## config.mk

```make
export PLATFORM = sky130hd
export DESIGN_NAME = partition_fit_allocator
export DESIGN_NICKNAME = d
export VERILOG_FILES = /design/src/rtl/pfa_pkg.sv /design/src/rtl/pfa_table.sv /design/src/rtl/partition_fit_allocator.sv
export SDC_FILE = /design/constraint.sdc
export NUM_CORES = 2
export LEC_CHECK = 0
export ABC_AREA = 1
export BUFFER_PORTS_ARGS = -buffer_cell sky130_fd_sc_hd__buf_2
export CORE_UTILIZATION = 47
export CTS_CLUSTER_DIAMETER = 80
export DETAILED_ROUTE_END_ITERATION = 8
export PLACE_DENSITY_LB_ADDON = 0.3
export SLEW_MARGIN = 20
export SYNTH_ARGS = -nofsm -noshare
export SYNTH_HDL_FRONTEND = slang
export SYNTH_SLANG_ARGS = --single-unit
```

## constraint.sdc

```tcl
create_clock -name clk -period 19.1 [get_ports clk]
set_clock_uncertainty 0.1 [all_clocks]
set_input_delay 5.73 -clock clk [delete_from_list [all_inputs] [get_ports clk]]
set_output_delay 5.73 -clock clk [all_outputs]
set_load 0.01 [all_outputs]
```

## src/rtl/pfa_pkg.sv

```systemverilog
// Package for the partition fit allocator: table entry type, codes and sizes.
// Used by pfa_table and partition_fit_allocator; depends on nothing else.
package pfa_pkg;

  localparam int MAX_PARTITIONS = 32;
  localparam int IDX_W          = 5;
  localparam int CNT_W          = 6;
  localparam int ADDR_BITS      = 20;
  localparam int SIZE_W         = 21;
  localparam int OWNER_W        = 16;

  localparam logic [SIZE_W-1:0] SPACE_TOP = 21'h100000;

  localparam logic [2:0] OP_INIT   = 3'd0;
  localparam logic [2:0] OP_APPEND = 3'd1;
  localparam logic [2:0] OP_ALLOC  = 3'd2;
  localparam logic [2:0] OP_FREE   = 3'd3;
  localparam logic [2:0] OP_CHECK  = 3'd4;

  localparam logic [1:0] ST_OK      = 2'd0;
  localparam logic [1:0] ST_NOSPACE = 2'd1;
  localparam logic [1:0] ST_NOOWNER = 2'd2;
  localparam logic [1:0] ST_FULL    = 2'd3;

  localparam logic [1:0] POL_FIRST = 2'd0;
  localparam logic [1:0] POL_BEST  = 2'd1;
  localparam logic [1:0] POL_WORST = 2'd2;

  localparam logic [1:0] CFG_FIXED  = 2'd0;
  localparam logic [1:0] CFG_POLICY = 2'd1;
  localparam logic [1:0] CFG_MEMSZ  = 2'd2;

  typedef struct packed {
    logic [ADDR_BITS-1:0] base;
    logic [SIZE_W-1:0]    size;
    logic                 used;
    logic [OWNER_W-1:0]   owner;
  } pfa_entry_t;

  typedef enum logic [3:0] {
    S_IDLE, S_INIT, S_APP_RD, S_APP_WR, S_SCAN, S_DECIDE,
    S_SHUP, S_SPLIT_LO, S_SPLIT_HI, S_SHDN, S_DONE
  } pfa_state_t;

endpackage

```

## src/rtl/pfa_table.sv

```systemverilog
// Partition table memory: one write port, one read port, registered read data.
// Depends on pfa_pkg for the entry type and table depth.
module pfa_table
  import pfa_pkg::*;
(
  input  logic             clk,
  input  logic             wr_en,
  input  logic [IDX_W-1:0] wr_addr,
  input  pfa_entry_t       wr_data,
  input  logic             rd_en,
  input  logic [IDX_W-1:0] rd_addr,
  output pfa_entry_t       rd_data
);

  pfa_entry_t mem [MAX_PARTITIONS];

  always_ff @(posedge clk) begin
    if (wr_en) begin
      mem[wr_addr] <= wr_data;
    end
  end

  always_ff @(posedge clk) begin
    if (rd_en) begin
      rd_data <= mem[rd_addr];
    end
  end

endmodule

```

## src/rtl/partition_fit_allocator.sv

```systemverilog
// Top level of the partition fit allocator: transaction handshakes, control
// sequencer and result register. Depends on pfa_pkg and pfa_table.

// The block keeps a table of up to 32 contiguous memory partitions in a
// single-port-read, single-port-write memory and serves one request at a time.
// Every input transaction gives exactly one result transaction. Its duration
// is set by the table memory, which is read one entry per cycle: allocate,
// check space and free scan every entry in use, and a split or merge in
// dynamic mode then moves the entries behind the chosen one. A new request is
// taken as soon as the previous one has reached the result register, even
// while that result still waits to be taken. Configuration writes are always
// accepted and must only be issued while the block is idle.
module partition_fit_allocator
  import pfa_pkg::*;
(
  input  logic                 clk,
  input  logic                 rst,
  input  logic                 cfg_valid,
  output logic                 cfg_ready,
  input  logic [1:0]           cfg_index,
  input  logic [SIZE_W-1:0]    cfg_data,
  input  logic                 in_valid,
  output logic                 in_ready,
  input  logic [2:0]           opcode,
  input  logic [OWNER_W-1:0]   owner_id,
  input  logic [SIZE_W-1:0]    request_size,
  output logic                 out_valid,
  input  logic                 out_ready,
  output logic [1:0]           status,
  output logic [ADDR_BITS-1:0] granted_base,
  output logic [IDX_W-1:0]     slot_index
);

  // Configuration registers.
  logic              fixed_mode;
  logic [1:0]        fit_policy;
  logic [SIZE_W-1:0] memory_size;

  // Sequencer state and its next values.
  pfa_state_t state, state_next;
  logic [CNT_W-1:0]     count, count_next;
  logic [2:0]           op_q, op_q_next;
  logic [OWNER_W-1:0]   own_q, own_q_next;
  logic [SIZE_W-1:0]    req_q, req_q_next;
  logic [CNT_W-1:0]     idx, idx_next;
  logic                 pend, pend_next;
  logic [IDX_W-1:0]     pend_idx, pend_idx_next;
  logic                 found, found_next;
  logic [IDX_W-1:0]     pick, pick_next;
  logic [ADDR_BITS-1:0] pbase, pbase_next;
  logic [SIZE_W-1:0]    psize, psize_next;
  logic                 prv_used, prv_used_next;
  logic [ADDR_BITS-1:0] prv_base, prv_base_next;
  logic [SIZE_W-1:0]    prv_size, prv_size_next;
  logic                 lft_used, lft_used_next;
  logic [ADDR_BITS-1:0] lft_base, lft_base_next;
  logic [SIZE_W-1:0]    lft_size, lft_size_next;
  logic                 has_next, has_next_next;
  logic                 nxt_used, nxt_used_next;
  logic [SIZE_W-1:0]    nxt_size, nxt_size_next;
  logic [1:0]           shd, shd_next;
  logic [1:0]           res_status, res_status_next;
  logic [ADDR_BITS-1:0] res_base, res_base_next;
  logic [IDX_W-1:0]     res_slot, res_slot_next;
  logic                 out_valid_next;
  logic [1:0]           status_next;
  logic [ADDR_BITS-1:0] granted_base_next;
  logic [IDX_W-1:0]     slot_index_next;

  // Table memory ports.
  logic             wr_en, rd_en;
  logic [IDX_W-1:0] wr_addr, rd_addr;
  pfa_entry_t       wr_data, rd_data;

  // Working values of the sequencer.
  logic [1:0]        pol;
  logic              fits, match, take;
  logic [SIZE_W:0]   nb;
  logic [SIZE_W+1:0] app_end;
  logic              rgt, lft;
  logic [SIZE_W-1:0] msize;
  logic [IDX_W-1:0]  tgt;

  pfa_table u_table (
    .clk     (clk),
    .wr_en   (wr_en),
    .wr_addr (wr_addr),
    .wr_data (wr_data),
    .rd_en   (rd_en),
    .rd_addr (rd_addr),
    .rd_data (rd_data)
  );

  assign cfg_ready = 1'b1;
  assign in_ready  = (state == S_IDLE);

  always_ff @(posedge clk) begin
    if (rst) begin
      fixed_mode  <= 1'b0;
      fit_policy  <= POL_FIRST;
      memory_size <= 21'd1024;
    end else if (cfg_valid) begin
      case (cfg_index)
        CFG_FIXED:  fixed_mode  <= cfg_data[0];
        CFG_POLICY: fit_policy  <= cfg_data[1:0];
        CFG_MEMSZ:  memory_size <= cfg_data;
        default: ;
      endcase
    end
  end

  always_ff @(posedge clk) begin
    if (rst) begin
      state     <= S_IDLE;
      count     <= '0;
      out_valid <= 1'b0;
      pend      <= 1'b0;
    end else begin
      state     <= state_next;
      count     <= count_next;
      out_valid <= out_valid_next;
      pend      <= pend_next;
    end
  end

  always_ff @(posedge clk) begin
    op_q         <= op_q_next;
    own_q        <= own_q_next;
    req_q        <= req_q_next;
    idx          <= idx_next;
    pend_idx     <= pend_idx_next;
    found        <= found_next;
    pick         <= pick_next;
    pbase        <= pbase_next;
    psize        <= psize_next;
    prv_used     <= prv_used_next;
    prv_base     <= prv_base_next;
    prv_size     <= prv_size_next;
    lft_used     <= lft_used_next;
    lft_base     <= lft_base_next;
    lft_size     <= lft_size_next;
    has_next     <= has_next_next;
    nxt_used     <= nxt_used_next;
    nxt_size     <= nxt_size_next;
    shd          <= shd_next;
    res_status   <= res_status_next;
    res_base     <= res_base_next;
    res_slot     <= res_slot_next;
    status       <= status_next;
    granted_base <= granted_base_next;
    slot_index   <= slot_index_next;
  end

  always_comb begin
    state_next        = state;
    count_next        = count;
    op_q_next         = op_q;
    own_q_next        = own_q;
    req_q_next        = req_q;
    idx_next          = idx;
    pend_next         = 1'b0;
    pend_idx_next     = pend_idx;
    found_next        = found;
    pick_next         = pick;
    pbase_next        = pbase;
    psize_next        = psize;
    prv_used_next     = prv_used;
    prv_base_next     = prv_base;
    prv_size_next     = prv_size;
    lft_used_next     = lft_used;
    lft_base_next     = lft_base;
    lft_size_next     = lft_size;
    has_next_next     = has_next;
    nxt_used_next     = nxt_used;
    nxt_size_next     = nxt_size;
    shd_next          = shd;
    res_status_next   = res_status;
    res_base_next     = res_base;
    res_slot_next     = res_slot;
    status_next       = status;
    granted_base_next = granted_base;
    slot_index_next   = slot_index;
    out_valid_next    = out_valid && !out_ready;
    wr_en             = 1'b0;
    wr_addr           = pick;
    wr_data           = '0;
    rd_en             = 1'b0;
    rd_addr           = idx[IDX_W-1:0];

    // Check space always uses first fit; the unused policy code acts so too.
    pol   = (op_q == OP_CHECK) ? POL_FIRST : fit_policy;
    fits  = !rd_data.used && (rd_data.size >= req_q);
    match = rd_data.used && (rd_data.owner == own_q);
    take  = 1'b0;
    nb    = (count == '0) ? '0 : ({1'b0, rd_data.base} + {1'b0, rd_data.size});
    app_end = {1'b0, nb} + {2'b00, req_q};
    rgt   = has_next && !nxt_used;
    lft   = (pick != '0) && !lft_used;
    msize = psize + (rgt ? nxt_size : '0) + (lft ? lft_size : '0);
    tgt   = lft ? (pick - 1'b1) : pick;

    case (state)
      S_IDLE: begin
        if (in_valid) begin
          op_q_next       = opcode;
          own_q_next      = owner_id;
          req_q_next      = request_size;
          res_status_next = ST_OK;
          res_base_next   = '0;
          res_slot_next   = '0;
          idx_next        = '0;
          found_next      = 1'b0;
          has_next_next   = 1'b0;
          case (opcode)
            OP_INIT:   state_next = S_INIT;
            OP_APPEND: state_next = S_APP_RD;
            OP_ALLOC,
            OP_FREE,
            OP_CHECK:  state_next = S_SCAN;
            default:   state_next = S_DONE;
          endcase
        end
      end

      S_INIT: begin
        // Dynamic mode starts with one free partition covering user memory.
        if (!fixed_mode && memory_size != '0) begin
          wr_en        = 1'b1;
          wr_addr      = '0;
          wr_data.size = (memory_size > SPACE_TOP) ? SPACE_TOP : memory_size;
          count_next   = CNT_W'(1);
        end else begin
          count_next = '0;
        end
        state_next = S_DONE;
      end

      S_APP_RD: begin
        rd_en      = 1'b1;
        rd_addr    = IDX_W'(count - 1'b1);
        state_next = S_APP_WR;
      end

      S_APP_WR: begin
        if (count[CNT_W-1]) begin
          res_status_next = ST_FULL;
        end else if (req_q == '0 || app_end > {2'b00, SPACE_TOP}) begin
          res_status_next = ST_NOSPACE;
        end else begin
          wr_en         = 1'b1;
          wr_addr       = count[IDX_W-1:0];
          wr_data.base  = nb[ADDR_BITS-1:0];
          wr_data.size  = req_q;
          res_base_next = nb[ADDR_BITS-1:0];
          res_slot_next = count[IDX_W-1:0];
          count_next    = count + 1'b1;
        end
        state_next = S_DONE;
      end

      S_SCAN: begin
        // Reads are issued one entry a cycle; the entry read in the previous
        // cycle is examined in this one.
        if (idx < count) begin
          rd_en         = 1'b1;
          pend_next     = 1'b1;
          pend_idx_next = idx[IDX_W-1:0];
          idx_next      = idx + 1'b1;
        end else if (!pend) begin
          state_next = S_DECIDE;
        end
        if (pend) begin
          if (op_q == OP_FREE) begin
            if (!found && match) begin
              take          = 1'b1;
              lft_used_next = prv_used;
              lft_base_next = prv_base;
              lft_size_next = prv_size;
            end else if (found && !has_next &&
                         ({1'b0, pend_idx} == {1'b0, pick} + 1'b1)) begin
              has_next_next = 1'b1;
              nxt_used_next = rd_data.used;
              nxt_size_next = rd_data.size;
            end
          end else if (fits) begin
            if (!found) begin
              take = 1'b1;
            end else if (pol == POL_BEST && rd_data.size < psize) begin
              take = 1'b1;
            end else if (pol == POL_WORST && rd_data.size > psize) begin
              take = 1'b1;
            end
          end
          if (take) begin
            found_next = 1'b1;
            pick_next  = pend_idx;
            pbase_next = rd_data.base;
            psize_next = rd_data.size;
          end
          prv_used_next = rd_data.used;
          prv_base_next = rd_data.base;
          prv_size_next = rd_data.size;
        end
      end

      S_DECIDE: begin
        state_next = S_DONE;
        if (op_q == OP_FREE) begin
          if (!found) begin
            res_status_next = ST_NOOWNER;
          end else if (fixed_mode) begin
            wr_en         = 1'b1;
            wr_data.base  = pbase;
            wr_data.size  = psize;
            res_base_next = pbase;
            res_slot_next = pick;
          end else begin
            // Coalesce with free neighbours, then close the gap they leave.
            wr_en         = 1'b1;
            wr_addr       = tgt;
            wr_data.base  = lft ? lft_base : pbase;
            wr_data.size  = msize;
            res_base_next = lft ? lft_base : pbase;
            res_slot_next = tgt;
            shd_next      = {1'b0, rgt} + {1'b0, lft};
            idx_next      = (lft ? {1'b0, pick} : ({1'b0, pick} + 1'b1))
                            + {5'd0, rgt} + {5'd0, lft};
            state_next    = S_SHDN;
          end
        end else if (!found || req_q == '0) begin
          res_status_next = ST_NOSPACE;
        end else if (op_q == OP_CHECK) begin
          res_base_next = pbase;
          res_slot_next = pick;
        end else if (fixed_mode || psize == req_q) begin
          wr_en         = 1'b1;
          wr_data.base  = pbase;
          wr_data.size  = psize;
          wr_data.used  = 1'b1;
          wr_data.owner = own_q;
          res_base_next = pbase;
          res_slot_next = pick;
        end else if (count[CNT_W-1]) begin
          res_status_next = ST_FULL;
        end else begin
          // Split: move the entries behind the chosen one up by one slot.
          res_base_next = pbase;
          res_slot_next = pick;
          idx_next      = count - 1'b1;
          state_next    = S_SHUP;
        end
      end

      S_SHUP: begin
        if (pend) begin
          wr_en   = 1'b1;
          wr_addr = pend_idx + 1'b1;
          wr_data = rd_data;
        end
        if (idx > {1'b0, pick}) begin
          rd_en         = 1'b1;
          pend_next     = 1'b1;
          pend_idx_next = idx[IDX_W-1:0];
          idx_next      = idx - 1'b1;
        end else if (!pend) begin
          state_next = S_SPLIT_LO;
        end
      end

      S_SPLIT_LO: begin
        wr_en         = 1'b1;
        wr_data.base  = pbase;
        wr_data.size  = req_q;
        wr_data.used  = 1'b1;
        wr_data.owner = own_q;
        state_next    = S_SPLIT_HI;
      end

      S_SPLIT_HI: begin
        wr_en        = 1'b1;
        wr_addr      = pick + 1'b1;
        wr_data.base = pbase + req_q[ADDR_BITS-1:0];
        wr_data.size = psize - req_q;
        count_next   = count + 1'b1;
        state_next   = S_DONE;
      end

      S_SHDN: begin
        if (pend) begin
          wr_en   = 1'b1;
          wr_addr = pend_idx - {3'd0, shd};
          wr_data = rd_data;
        end
        if (idx < count) begin
          rd_en         = 1'b1;
          pend_next     = 1'b1;
          pend_idx_next = idx[IDX_W-1:0];
          idx_next      = idx + 1'b1;
        end else if (!pend) begin
          count_next = count - {4'd0, shd};
          state_next = S_DONE;
        end
      end

      S_DONE: begin
        if (!out_valid || out_ready) begin
          out_valid_next    = 1'b1;
          status_next       = res_status;
          granted_base_next = (res_status == ST_OK) ? res_base : '0;
          slot_index_next   = (res_status == ST_OK) ? res_slot : '0;
          state_next        = S_IDLE;
        end
      end

      default: state_next = S_IDLE;
    endcase
  end

endmodule
```

==> metrics.txt <==
status=finished with violations; failing checks=DRC; Mapped Area=94500 sq um; Top Family by Delay on Critical Path=simple AND/OR/NAND/NOR gates; width of the die=around 450 microns; Total Wirelength=roughly 290000 microns; Setup crit end kind=register; die height=451 microns; Switching Fraction=42.6%; Net Count, Synth=between 7k and 8k; Rows=approximately 160; # setup viols final=0; # hold bufs at CTS=0; post_cts resized=0; max incr delay on CP=0.88 ns; via count=between 60k and 70k; Synth Flop Type=edfxtp_1; Worst slew margin=16.4%; RSZ-0062 raised after global routing=no; initial drt markers=9114; fillers=16.5k; hpwl dp=174000 microns; Total Routing Usage GR=between 20% and 30%; Combinational Power Share=40.7%; Pleak=0.0353 uW; Num CTS Buffers=218; Final Hold Viols=0; instance count of the mapped netlist=7573; H-tree levels=4; routed len/inst=28.0 microns; Post-CTS Setup Repair Bufs=0; Setup WS post-layout=10.59 ns; synthesized flop and latch total=roughly 2.2k; TritonRoute pass-1 iters=8; Max Root-Sink Buffers=3; clk_lat worst skew=0.88 ns; largest net degree at the start of global routing=138; Crit. Startpoint=u_table.rd_data[20]$_DFFE_PP_; die area=203000 sq um; initial antenna violation count=14; Post-Syn Area per Cell=12.5 sq um; max-slew violations=0; clock sinks=2211; clock share of power=23.8%; Worst Path Arrival=8.88 ns; layout cells sized above 1=9.55%; post-synthesis sequential area ratio=69.8%; worst vdd ir=221 uV; Worst-path clk slew=0.06 ns; part of the cycle the worst path needs=44.5%; clock tree from TritonCTS=done; GPL Wtd Cong=0.970; # DRC=76; Place WS=10.57 ns; Core Area=roughly 200000 sq um; Worst Tran Pin Value=1.25 ns; library cells used by synthesis=72; Reg power frac=35.4%; CP required=19.47 ns; PortBufs=96; final net count=roughly 7.9k; crit path max fanout=32; maxcap violations=0; Root Driver=clkbuf_16; maximum clock rate=118 MHz; # IOs=98; Worst setup SP type=register; initial core utilization=47.3%; WP buf/inv=2; worst reg2reg path startpoint=u_table.rd_data[20]$_DFFE_PP_; DRT antenna net count=0; Post-synth EDFFs=2175; HP Class=reg2reg; FFs w/ async S/R, synth=0%; Tmin final=roughly 8.5 ns; most frequent cells in the layout=edfxtp_1 (2175), nor2_1 (1215), o21ai_0 (1087), nand2_1 (474), o221ai_1 (380); synth warn=0; Synth-to-Final Area Change=12.0%; most common cell after layout, fill and taps aside=edfxtp_1; Via density=approximately 6.3; total global routing overflow=0; Switch Pwr=7620 uW; Post-Route Setup TNS=0 ns; Pint=~10000 uW; pwr/cell area=roughly 170 nW/um^2; first-pass GRT wire length=approximately 420000 microns; Hold Crit Start=prv_size[18]$_DFFE_PP_; WS Path Type=reg2reg; number of global-route vias before repair=approximately 63k; critical path's slowest cell=nor2_4
==> stage by stage <==
stage	instance area, sq um	hold slack [ns]	power (uW)	cells	utilization (%)
2_1_floorplan	94500	0.300	10700	7573	-
3_3_place_gp	98600	0.301	13500	10000	49.3
3_5_place_dp	98600	0.305	13600	10000	49.3
4_1_cts	106000	0.295	17800	10400	52.9
5_1_grt	106000	0.309	18700	10500	53.0
6_report	106000	0.307	17900	10500	53.0
==> sequential cells by signal, summed over array words and instances, names as in the netlist, 6 cells and up <==
signal,cells
pbase,20
own_q,16
req_q,21
lft_size,21
count,6
u_table.mem,1856
memory_size,21
prv_size,21
psize,21
prv_base,20
nxt_size,21
u_table.rd_data,58
res_base,20
idx,6
granted_base,20
lft_base,20
==> Yosys cell counts, types with 19 or more instances <==
cell	number	area share (%)
buf_2	83	0.44
a21oi_1	208	1.1
o22ai_1	116	0.77
o21ai_1	21	0.11
o211ai_1	116	0.92
o21ai_0	1104	5.8
nand3_1	187	0.99
nor2_1	1250	5.0
inv_2	25	0.099
edfxtp_1	2175	69
nor4_1	19	0.13
nand4_1	46	0.30
inv_1	331	1.3
ha_1	167	2.2
fa_1	28	0.59
nand2_1	477	1.9
xor2_1	33	0.31
dfxtp_1	36	0.76
a31oi_1	124	0.82
o221ai_1	388	3.6
nor3_1	30	0.16
a221oi_1	22	0.20
clkbuf_1	350	1.4
==> power by group through the flow <==
stage | combinational [uW] | clock [uW] | sequential, uW
6_report | 7300 | 4270 | 6350
5_1_grt | 7810 | 4500 | 6370
4_1_cts | 7150 | 4310 | 6340
3_5_place_dp | 7130 | 0 | 6440
3_3_place_gp | 7030 | 0 | 6420
2_1_floorplan | 4390 | 0 | 6310
==> layer usage <==
| layer | vias up | track usage, % | share of wire [%] |
|---|---|---|---|
| met1 | 32900 | 40.0 | 41 |
| met3 | 565 | 5.22 | 10 |
| li1 | 28600 | - | - |
| met2 | 3799 | 43.3 | 45 |
| met5 | - | 0 | 0.0089 |
| met4 | 4 | 9.92 | 3.6 |
==> kinds of logic (layout without fill, tap and decap cells) <==
| logic type | after synthesis | count (layout) | share of synthesized area, % |
|---|---|---|---|
| simple gates | 2081 | 2081 | 9.05 |
| flops | 2211 | 2211 | 69.8 |
| compound gates | 2224 | 2224 | 14.5 |
| fa+ha+maj | 195 | 195 | 2.80 |
| buf+inv | 812 | 1033 | 3.35 |
| xor+xnor | 49 | 49 | 0.462 |
| other cells | 1 | 3 | 0.00397 |
==> cell type report <==
| type | count | area (sq um) | share of cell area, % |
|---|---|---|---|
| diodes | 2 | 5.00 | 0.00472 |
| clock buffers | 263 | 5670 | 5.35 |
| clock inverters | 144 | 1460 | 1.37 |
| inverters | 359 | 1380 | 1.30 |
| multi-input cells | 4550 | 26100 | 24.6 |
| flip-flops and latches | 2211 | 66000 | 62.3 |
| well taps | 2656 | 3320 | 3.14 |
| repair buffers | 267 | 1990 | 1.88 |
==> worst paths after layout <==
check | to | cells past startpoint | slack (ns)
worst max-delay path | u_table.mem[18][39]$_DFFE_PP_ | 28 | 10.59
worst min-delay path | lft_size[18]$_DFFE_PP_ | 0 | 0.31
worst max register to register | u_table.mem[18][39]$_DFFE_PP_ | 28 | 10.59
worst min register to register | lft_size[18]$_DFFE_PP_ | 0 | 0.31
(Power assumes the default switching activity.)
